`config.mk`:
```
export PLATFORM = sky130hd
export DESIGN_NAME = text_encoding_detector_unit
export DESIGN_NICKNAME = d
export VERILOG_FILES = /design/src/hw/rtl/ted_pkg.sv /design/src/hw/rtl/ted_in_reg.sv /design/src/hw/rtl/ted_scan.sv /design/src/hw/rtl/ted_out_reg.sv /design/src/hw/rtl/text_encoding_detector_unit.sv
export SDC_FILE = /design/constraint.sdc
export NUM_CORES = 1
export LEC_CHECK = 0
export ABC_CLOCK_PERIOD_IN_PS = 2800
export BUFFER_PORTS_ARGS = -buffer_cell sky130_fd_sc_hd__buf_2
export CORE_ASPECT_RATIO = 1.4
export CORE_MARGIN = 2
export CORE_UTILIZATION = 58
export DETAILED_ROUTE_END_ITERATION = 12
export GPL_TIMING_DRIVEN = 0
export PLACE_DENSITY = 0.84
export SLEW_MARGIN = 25
export SYNTH_ARGS = -nofsm -noshare
export SYNTH_HDL_FRONTEND = slang
export SYNTH_HIERARCHICAL = 1
export SYNTH_SLANG_ARGS = --single-unit
```
`constraint.sdc`:
```
create_clock -name clk_i -period 2.8 [get_ports clk_i]
set_input_delay 0.56 -clock clk_i [delete_from_list [all_inputs] [get_ports clk_i]]
set_output_delay 0.56 -clock clk_i [all_outputs]
set_load 0.02 [all_outputs]
```
`src/hw/rtl/ted_pkg.sv`:
```
package ted_pkg;

  typedef enum logic [2:0] {
    ENC_UTF16_LE   = 3'd0,
    ENC_UTF16_BE   = 3'd1,
    ENC_UTF8_BOM   = 3'd2,
    ENC_ASCII      = 3'd3,
    ENC_UTF8_NOBOM = 3'd4,
    ENC_OTHER      = 3'd5
  } ted_enc_e;

  typedef struct packed {
    logic [7:0] data_byte;
    logic       is_last;
  } ted_item_t;

  localparam logic [15:0] BomUtf16Le   = 16'hFFFE;
  localparam logic [15:0] BomUtf16Be   = 16'hFEFF;
  localparam logic [15:0] BomUtf8Head  = 16'hEFBB;
  localparam logic [7:0]  BomUtf8Tail  = 8'hBF;

  localparam logic [1:0] PosFirst  = 2'd0;
  localparam logic [1:0] PosSecond = 2'd1;
  localparam logic [1:0] PosThird  = 2'd2;
  localparam logic [1:0] PosLater  = 2'd3;

endpackage

```
`src/hw/rtl/ted_in_reg.sv`:
```
module ted_in_reg (
  input  logic                clk_i,
  input  logic                rst_ni,
  input  logic                in_valid_i,
  output logic                in_ready_o,
  input  ted_pkg::ted_item_t  in_item_i,
  input  logic                slot_free_i,
  output logic                go_o,
  output ted_pkg::ted_item_t  item_o
);
  import ted_pkg::*;

  logic      valid_q, valid_d;
  ted_item_t item_q;

  // a non-last byte only updates state, so only a last byte needs the result slot
  assign go_o       = valid_q && (!item_q.is_last || slot_free_i);
  assign in_ready_o = !valid_q || go_o;
  assign item_o     = item_q;

  always_comb begin
    valid_d = valid_q;
    if (in_ready_o) begin
      valid_d = in_valid_i;
    end
  end

  always_ff @(posedge clk_i or negedge rst_ni) begin
    if (!rst_ni) begin
      valid_q <= 1'b0;
    end else begin
      valid_q <= valid_d;
    end
  end

  always_ff @(posedge clk_i) begin
    if (in_ready_o && in_valid_i) begin
      item_q <= in_item_i;
    end
  end

endmodule

```
`src/hw/rtl/ted_scan.sv`:
```
module ted_scan (
  input  logic                clk_i,
  input  logic                rst_ni,
  input  logic                go_i,
  input  ted_pkg::ted_item_t  item_i,
  output ted_pkg::ted_enc_e   enc_o
);
  import ted_pkg::*;

  logic [2:0]  pend_q, pend_d;
  logic        ascii_q, ascii_d;
  logic        err_q, err_d;
  logic [1:0]  pos_q, pos_d;
  logic [15:0] lead_q, lead_d;
  logic [7:0]  b;

  assign b = item_i.data_byte;

  always_comb begin
    lead_d  = lead_q;
    pend_d  = pend_q;
    ascii_d = ascii_q;
    err_d   = err_q;
    pos_d   = pos_q;

    case (pos_q)
      PosFirst:  lead_d = {b, 8'h00};
      PosSecond: lead_d = {lead_q[15:8], b};
      PosThird: begin
        if (lead_q == BomUtf8Head && b != BomUtf8Tail) begin
          lead_d = 16'h0000;
        end
      end
      default: lead_d = lead_q;
    endcase

    if (b[7]) begin
      ascii_d = 1'b0;
    end

    if (pend_q == 3'd0) begin
      if (b[7]) begin
        // fe and ff fall in the five-byte range
        if (b inside {8'hFC, 8'hFD}) begin
          pend_d = 3'd5;
        end else if (b inside {[8'hF8:8'hFF]}) begin
          pend_d = 3'd4;
        end else if (b inside {[8'hF0:8'hF7]}) begin
          pend_d = 3'd3;
        end else if (b inside {[8'hE0:8'hEF]}) begin
          pend_d = 3'd2;
        end else if (b inside {[8'hC0:8'hDF]}) begin
          pend_d = 3'd1;
        end else begin
          err_d = 1'b1;
        end
      end
    end else begin
      if (b[7:6] != 2'b10) begin
        err_d = 1'b1;
      end
      pend_d = pend_q - 3'd1;
    end

    if (pos_q != PosLater) begin
      pos_d = pos_q + 2'd1;
    end
  end

  always_comb begin
    if (pos_q != PosFirst && lead_d == BomUtf16Le) begin
      enc_o = ENC_UTF16_LE;
    end else if (pos_q != PosFirst && lead_d == BomUtf16Be) begin
      enc_o = ENC_UTF16_BE;
    end else if ((pos_q == PosThird || pos_q == PosLater) && lead_d == BomUtf8Head) begin
      enc_o = ENC_UTF8_BOM;
    end else if (err_d || pend_d != 3'd0) begin
      enc_o = ENC_OTHER;
    end else if (ascii_d) begin
      enc_o = ENC_ASCII;
    end else begin
      enc_o = ENC_UTF8_NOBOM;
    end
  end

  // the last byte closes the buffer and the next byte starts afresh
  always_ff @(posedge clk_i or negedge rst_ni) begin
    if (!rst_ni) begin
      pend_q  <= 3'd0;
      ascii_q <= 1'b1;
      err_q   <= 1'b0;
      pos_q   <= PosFirst;
      lead_q  <= 16'h0000;
    end else if (go_i) begin
      if (item_i.is_last) begin
        pend_q  <= 3'd0;
        ascii_q <= 1'b1;
        err_q   <= 1'b0;
        pos_q   <= PosFirst;
        lead_q  <= 16'h0000;
      end else begin
        pend_q  <= pend_d;
        ascii_q <= ascii_d;
        err_q   <= err_d;
        pos_q   <= pos_d;
        lead_q  <= lead_d;
      end
    end
  end

endmodule

```
`src/hw/rtl/ted_out_reg.sv`:
```
module ted_out_reg (
  input  logic               clk_i,
  input  logic               rst_ni,
  input  logic               load_i,
  input  ted_pkg::ted_enc_e  enc_i,
  output logic               slot_free_o,
  output logic               out_valid_o,
  input  logic               out_ready_i,
  output logic [2:0]         out_enc_o
);
  import ted_pkg::*;

  logic       valid_q, valid_d;
  logic [2:0] enc_q;

  assign slot_free_o = !valid_q || out_ready_i;
  assign out_valid_o = valid_q;
  assign out_enc_o   = enc_q;

  always_comb begin
    valid_d = valid_q;
    if (load_i) begin
      valid_d = 1'b1;
    end else if (out_ready_i) begin
      valid_d = 1'b0;
    end
  end

  always_ff @(posedge clk_i or negedge rst_ni) begin
    if (!rst_ni) begin
      valid_q <= 1'b0;
    end else begin
      valid_q <= valid_d;
    end
  end

  always_ff @(posedge clk_i) begin
    if (load_i) begin
      enc_q <= 3'(enc_i);
    end
  end

endmodule

```
`src/hw/rtl/text_encoding_detector_unit.sv`:
```
// Classifies a text buffer streamed in one byte per transfer, tlast on its final byte,
// and returns one encoding code per buffer (0 utf-16 le, 1 utf-16 be, 2 utf-8 with
// mark, 3 ascii, 4 utf-8 without mark, 5 other). A byte is taken every cycle unless a
// last byte waits for the result slot. The input register captures the last byte at
// its transfer and the result register takes the code from it once the slot is free,
// and offers it. The result register lets the next buffer stream in while a code
// waits to be taken; only a second last byte stalls until the slot frees.
module text_encoding_detector_unit (
  input  logic       clk_i,
  input  logic       rst_ni,
  input  logic       s_axis_tvalid_i,
  output logic       s_axis_tready_o,
  input  logic [7:0] s_axis_tdata_i,  // [7:0] data_byte
  input  logic       s_axis_tlast_i,
  output logic       m_axis_tvalid_o,
  input  logic       m_axis_tready_i,
  output logic [7:0] m_axis_tdata_o   // [2:0] encoding, [7:3] zero
);
  import ted_pkg::*;

  ted_item_t in_item;
  ted_item_t item;
  ted_enc_e  enc;
  logic      go;
  logic      slot_free;
  logic      last_go;
  logic [2:0] out_enc;

  assign in_item.data_byte = s_axis_tdata_i;
  assign in_item.is_last   = s_axis_tlast_i;
  assign last_go           = go && item.is_last;

  ted_in_reg u_in_reg (
    .clk_i       (clk_i),
    .rst_ni      (rst_ni),
    .in_valid_i  (s_axis_tvalid_i),
    .in_ready_o  (s_axis_tready_o),
    .in_item_i   (in_item),
    .slot_free_i (slot_free),
    .go_o        (go),
    .item_o      (item)
  );

  ted_scan u_scan (
    .clk_i  (clk_i),
    .rst_ni (rst_ni),
    .go_i   (go),
    .item_i (item),
    .enc_o  (enc)
  );

  ted_out_reg u_out_reg (
    .clk_i       (clk_i),
    .rst_ni      (rst_ni),
    .load_i      (last_go),
    .enc_i       (enc),
    .slot_free_o (slot_free),
    .out_valid_o (m_axis_tvalid_o),
    .out_ready_i (m_axis_tready_i),
    .out_enc_o   (out_enc)
  );

  assign m_axis_tdata_o = {5'b00000, out_enc};

endmodule

```
== Yosys cells after proc, flatten, opt, wreduce, memory -nomap -nowiden ==
Cells that the tools add are included.

* Register bits after elaboration: 37
* Bits in latches: 0
* Bits in writable memories: 0
* ROM bits: 0
* Input port bits: 13
* Output and inout bits: 10
* Word-level logic and storage cells: 93
* Memories kept: 0

* Add/sub/neg operators: 2
* $mul: 0
* Div/mod/pow operators: 0
* Magnitude comparators: 8
* Equality and inequality tests: 12
* Shift-type cells: 0
* Mux-type cells: 30
* Bitwise gates (word level): 0
* Reduce and logical (&&, ||, !) cells: 29

{| class="wikitable"
|+ Operators with widths
! operator !! number
|-
| == test 16 bit (second input constant) || 4
|-
| case mux 16 bit (3 select lines) || 1
|-
| greater-or-equal comparator 8 bit (second input constant) || 4
|-
| <= comparator 8 bit (second input constant) || 4
|-
| 2-to-1 mux 16 bit || 2
|-
| 2-to-1 mux 3 bit || 10
|-
| == test 8 bit (second input constant) || 2
|-
| 2-to-1 mux 1 bit || 14
|-
| logical AND 1 bit || 11
|-
| inequality test 8 bit (second input constant) || 1
|-
| nonzero test 2 bit || 4
|-
| 2-to-1 mux 2 bit || 3
|-
| logical OR 1 bit || 5
|-
| == test 2 bit (second input constant) || 2
|-
| inequality test 2 bit (second input constant) || 2
|-
| logical NOT 1 bit || 3
|-
| logical NOT 3 bit || 1
|-
| nonzero test 3 bit || 1
|-
| OR reduction 3 bit || 1
|-
| subtractor 3 x 1 -> 3 bit (second input constant) || 1
|-
| adder 2 x 1 -> 2 bit (second input constant) || 1
|-
| == test 2 x 1 -> 1 bit (second input constant) || 1
|-
| logical NOT 2 bit || 1
|-
| AND reduction 2 bit || 1
|-
| OR reduction 2 bit || 1
|}

== Depth between registers and ports, before layout ==
* Word-level depth: 14
* Gate-level depth with buffers: 10
* Depth with buffers taken out: 8

== Hierarchy ==
Netlist, hierarchy kept.

{| class="wikitable"
|+ Modules (own cells, without submodules)
! module !! instances !! cells an instance !! area an instance (sq um) !! seq. area each (sq um)
|-
| ted_scan || 1 || 176 || 1634.1 || 576.8
|-
| ted_in_reg || 1 || 15 || 341.6 || 295.3
|-
| ted_out_reg || 1 || 6 || 137.6 || 115.1
|-
| text_encoding_detector_unit || 1 || 7 || 47.5 || 0.0
|}

== Worst setup path after synthesis ==
OpenSTA, ideal clock, no wires.

* Kind: register to register
* From: register u_scan.pos_q[0]
* To: register u_out_reg.enc_q[2] (netlist: u_out_reg/out_enc_o[2]), data pin
* Library setup time: 258 ps
* Arrival time: 2013 ps
* Data required time: 2542 ps
* Path slack: 529 ps
* Cell stages (with the launch flop): 8
* Path buffers: 0
* Clock period less this slack: 2271 ps
* Cells stage by stage: dfrtp_1 > ha_1 > nand4b_1 > nor4_2 > o211a_2 > mux2_2 > a21oi_1 > nor2b_1

* Word-level cells in the longest chain between the ends: 5
* Elaborated cells between the ends (all ways): 14
* Those cells by class: 6 x eq/ne; 1 x mux; 7 x reduce/logical

{| class="wikitable"
|+ RTL lines
! item !! line !! source
|-
| start: declaration || ted_scan.sv:13 || <nowiki>logic [1:0] pos_q, pos_d;</nowiki>
|-
| start signal: assignment || ted_scan.sv:92 || <nowiki>pos_q <= PosFirst;</nowiki>
|-
| start signal: assignment || ted_scan.sv:99 || <nowiki>pos_q <= PosFirst;</nowiki>
|-
| start signal: assignment || ted_scan.sv:105 || <nowiki>pos_q <= pos_d;</nowiki>
|-
| == test 2 bit (tied with other cells) || ted_scan.sv:26, ted_scan.sv:75 ||
|-
| case mux 16 bit (3 select lines) || ted_scan.sv:26 || <nowiki>case (pos_q)</nowiki>
|-
| == test 16 bit, on equally long branches || ted_scan.sv:75, ted_scan.sv:71, ted_scan.sv:73 ||
|-
| logical AND 1 bit, on equally long branches || ted_scan.sv:75, ted_scan.sv:71, ted_scan.sv:73 ||
|-
| OR reduction 3 bit (no source line) (*) || n/a ||
|-
| end signal: assignment || ted_out_reg.sv:39 || <nowiki>enc_q <= 3'(enc_i);</nowiki>
|-
| end: declaration || ted_out_reg.sv:14 || <nowiki>logic [2:0] enc_q;</nowiki>
|}

Every way passes the cells marked *; elsewhere a longest branch is shown, timed or not.
A chain may end at the register's enable or synchronous reset.

== Final worst setup path ==
Same ends and word-level chain as after synthesis.

==> impl_summary.log <==
[metrics] routed via count: 1,724
[metrics] global-route met3 utilization: 0.0441
[metrics] largest voltage drop on the vdd net: 526 uV
[metrics] library cell with the largest summed area after synthesis: dfrtp_1
[metrics] WL final: 4.89 mm
[metrics] relative slew slack: 0.414
[metrics] met2 layer usage reported by global route: 0.410
[metrics] top-area cell type share of the netlist area: 0.278
[metrics] biggest area contributors in the synthesized netlist: dfrtp_1 (28%), edfxtp_1 (17%), a22o_1 (6.5%)
[metrics] CTS sink cnt: 37
[metrics] number of H-tree branching levels: 2
[metrics] horizontal die dimension: 55.6 um
[metrics] count leader, synth: dfrtp_1
[metrics] Design Area, Final: 2420 um^2
[metrics] number of buffer cells added on primary ports: 17
[metrics] Most Crowded Layer GR: met2
[metrics] Tmin final: 2.59 ns
[metrics] Post-CTS Hold Fix Bufs: 0
[metrics] Residual DRC: 0
[metrics] Data arrival, critical path: 2.63 ns
[metrics] buffers and inverters on the worst path: 0
[metrics] crit-path leading delay family: simple AND/OR/NAND/NOR gates
[metrics] setup violation total in the final timing report: 0
[metrics] required time at the endpoint of the critical path: 2.85 ns
[metrics] full die area: 4240 um^2
[metrics] largest net degree at the start of global routing: 26
[metrics] unrepaired setup endpoints after global routing: no
[metrics] maximum single-stage delay on the critical path: 0.45 ns
[metrics] TritonCTS clock tree: built
[metrics] max-cap violations: 0
[metrics] detailed router's first-iteration violation count: 78
[metrics] number of warnings reported in the yosys synthesis log: 6
[metrics] Rows: 26
[metrics] cells along the critical path: ha_1 -> nand4b_1 -> nor4_2 -> o211a_2 -> mux2_2 -> a21oi_1 -> nor2b_1
[metrics] share of the yosys chip area belonging to registers: 0.457
[metrics] maximum frequency from static timing analysis: 387 MHz
[metrics] # IOs: 23
[metrics] clock edge transition at the registers on the reported setup and hold paths: 0.07 ns
[metrics] static power due to leakage: 1.03 nW
[metrics] startpoint type of the worst setup path: flip-flop
[metrics] Power per Cell Area: 754 nW/um^2
[metrics] Layout Area Growth over Synthesis: 12.2%
[metrics] proportion of power drawn by flip-flops and latches: 0.406
[metrics] area of the mapped netlist: 2160 um^2
[metrics] share of power burned in the clock network: 0.250
[metrics] Synth cell types: 59
[metrics] total of cells resized after clock tree synthesis: 0
[metrics] grt met1 use: 0.299
[metrics] Congestion Overflow GR: 0
[metrics] total CTS buffers: 5
[metrics] Clk Tree Root Cell: clkbuf_8
[metrics] synthesized netlist cell count: 204
[metrics] half-perimeter wire length after placement: 3.42 mm
[metrics] Routed wire per std cell: 17.8 um
[metrics] worst-path cell with the longest stage delay: nor4_2
[metrics] diodes inserted: 0
[metrics] global-route wire length before repair: 8.11 mm
[metrics] Critical Path End Type: flip-flop
[metrics] fillers: 280
[metrics] Skew-Pair Late Insertion Delay: 0.30 ns
[metrics] DP Worst Slack: 0.169 ns
[metrics] share of the clock period used by the worst path: 0.924
[metrics] antenna-violating nets left: 0
[metrics] Placer Congestion: 0.920
[metrics] Sw Ratio: 0.353
[metrics] setup TNS: 0 ns
[metrics] number of hold-slack violations in the final timing report: 0
[metrics] Max Slew Vio Count: 0
[metrics] antenna violations before repair: 0
[metrics] buffer levels on the longest clock path: 2
[metrics] post-synthesis sequential element count: 37
[metrics] fraction of registers with async set or reset after synthesis: 0.676
[metrics] setup slack of the critical path after layout: 0.214 ns
[metrics] Power Internal: 0.00118 W
[metrics] Core Area: 3610 um^2
[metrics] via count of the first global-routing pass: 1,679
[metrics] Mean Syn Cell Area: 10.6 um^2
[metrics] Worst Path Max Fanout: 8
[metrics] area of placed instances: 2310 um^2
[metrics] Initial Util: 0.598
[metrics] count of flip-flops with a built-in enable after synthesis: 12
[metrics] fraction of final layout cells with drive strength greater than 1: 0.219
[metrics] floorplan die height: 76.2 um
[metrics] run status: completed
[metrics] Min-Delay Path Class: primary input to asynchronous set/reset pin
[metrics] Comb pwr share: 0.344
[metrics] PnR Total Power: 0.00183 W
[metrics] Overall Global Routing Usage: 0.246
[metrics] nets: 251
[metrics] most numerous cell types in the synthesized netlist: dfrtp_1 (24), a22o_1 (16), inv_1 (13), nand2_1 (13), edfxtp_1 (12)
[metrics] First-pass DRT Iterations: 4
[metrics] largest clock skew in the final design: 0.00606 ns
[metrics] worst setup path category: flip-flop to flip-flop
[metrics] Switching Power: 0.000645 W
[metrics] post-DR vias/cell: 6.27
[metrics] commonest register cell after synthesis: dfrtp_1
[metrics] Worst Tran Pin Value: 0.876 ns
[metrics] post-CTS setup buffers: 0
==> power by group through the flow <==
stage / Sequential, W / Clock [W] / Combinational [W]
2_1_floorplan: 0.000728 / 0 / 0.000485
3_3_place_gp: 0.000748 / 0 / 0.000600
5_1_grt: 0.000752 / 0.000492 / 0.000691
6_report: 0.000743 / 0.000457 / 0.000629
3_5_place_dp: 0.000747 / 0 / 0.000618
4_1_cts: 0.000739 / 0.000469 / 0.000621
==> metrics by stage <==
stage | utilization | std cells | hold WS, ns
CTS | 0.672 | 275 | 0.267
detailed placement | 0.641 | 267 | 0.513
finish | 0.672 | 275 | 0.250
floorplan | - | 208 | 0.264
global route | 0.672 | 275 | 0.295
global placement | 0.641 | 267 | 0.513
==> sequential cells by signal, summed over array words and instances (netlist names) <==
signal	flops
u_scan/lead_q	16
u_in_reg/item_o	9
u_out_reg/out_enc_o	3
u_scan/pend_q	3
u_scan/pos_q	2
u_in_reg/valid_q	1
u_out_reg/out_valid_o	1
u_scan/ascii_q	1
u_scan/err_q	1
==> cell families after synthesis <==
kind of cell	Yosys count	synth area share
fa+ha+maj	6	0.0347
buf+inv	26	0.0596
xor+xnor	1	0.00405
simple gates	63	0.189
flops	37	0.457
mux	2	0.0104
other cells	1	0.00174
compound gates	68	0.244
==> layout by cell type, fill, tap and decap left out, drive strengths merged, types with 7 or more instances in the layout <==
master  netlist  final
inv          13     13
nand2b        7      7
dfrtp        24     24
o22ai         8      8
clkbuf        2      8
nand2        13     13
a22o         16     16
and3b         7      7
edfxtp       12     12
o21ai         8      8
buf          11     28
nor2          9      9
a21oi        10     10
==> final timing paths <==
check	to	from	slack, ns	depth (start not counted)
worst max register to register	u_out_reg/out_enc_o[2]	u_scan/pos_q[0]	0.21	7
worst max-delay path	u_out_reg/out_enc_o[2]	u_scan/pos_q[0]	0.21	7
worst min-delay path	u_scan/lead_q[9]	rst_ni	0.25	1
max in group asynchronous	u_scan/ascii_q	rst_ni	2.16	1
worst min register to register	u_scan/lead_q[4]	u_scan/lead_q[4]	0.55	1
min in group clk_i	u_in_reg/item_o[4]	s_axis_tdata_i[3]	0.43	1
==> cell type report <==
| cell class | count | area (um^2) | share of cell area |
|---|---|---|---|
| tap | 42 | 52.6 | 0.0217 |
| clock inverter | 2 | 38.8 | 0.0160 |
| sequential | 37 | 987 | 0.407 |
| buffer | 13 | 80.1 | 0.0330 |
| timing repair buffer | 17 | 85.1 | 0.0351 |
| inverter | 13 | 48.8 | 0.0201 |
| clock buffer | 6 | 72.6 | 0.0299 |
| multi-input combinational | 145 | 1060 | 0.437 |
==> per-layer routing <==
metal,vias up,part of all wire
li1,813,-
met1,832,0.40
met2,60,0.52
met3,19,0.050
met4,0,0.036
met5,-,0
Power figures use the tool's default switching activity.
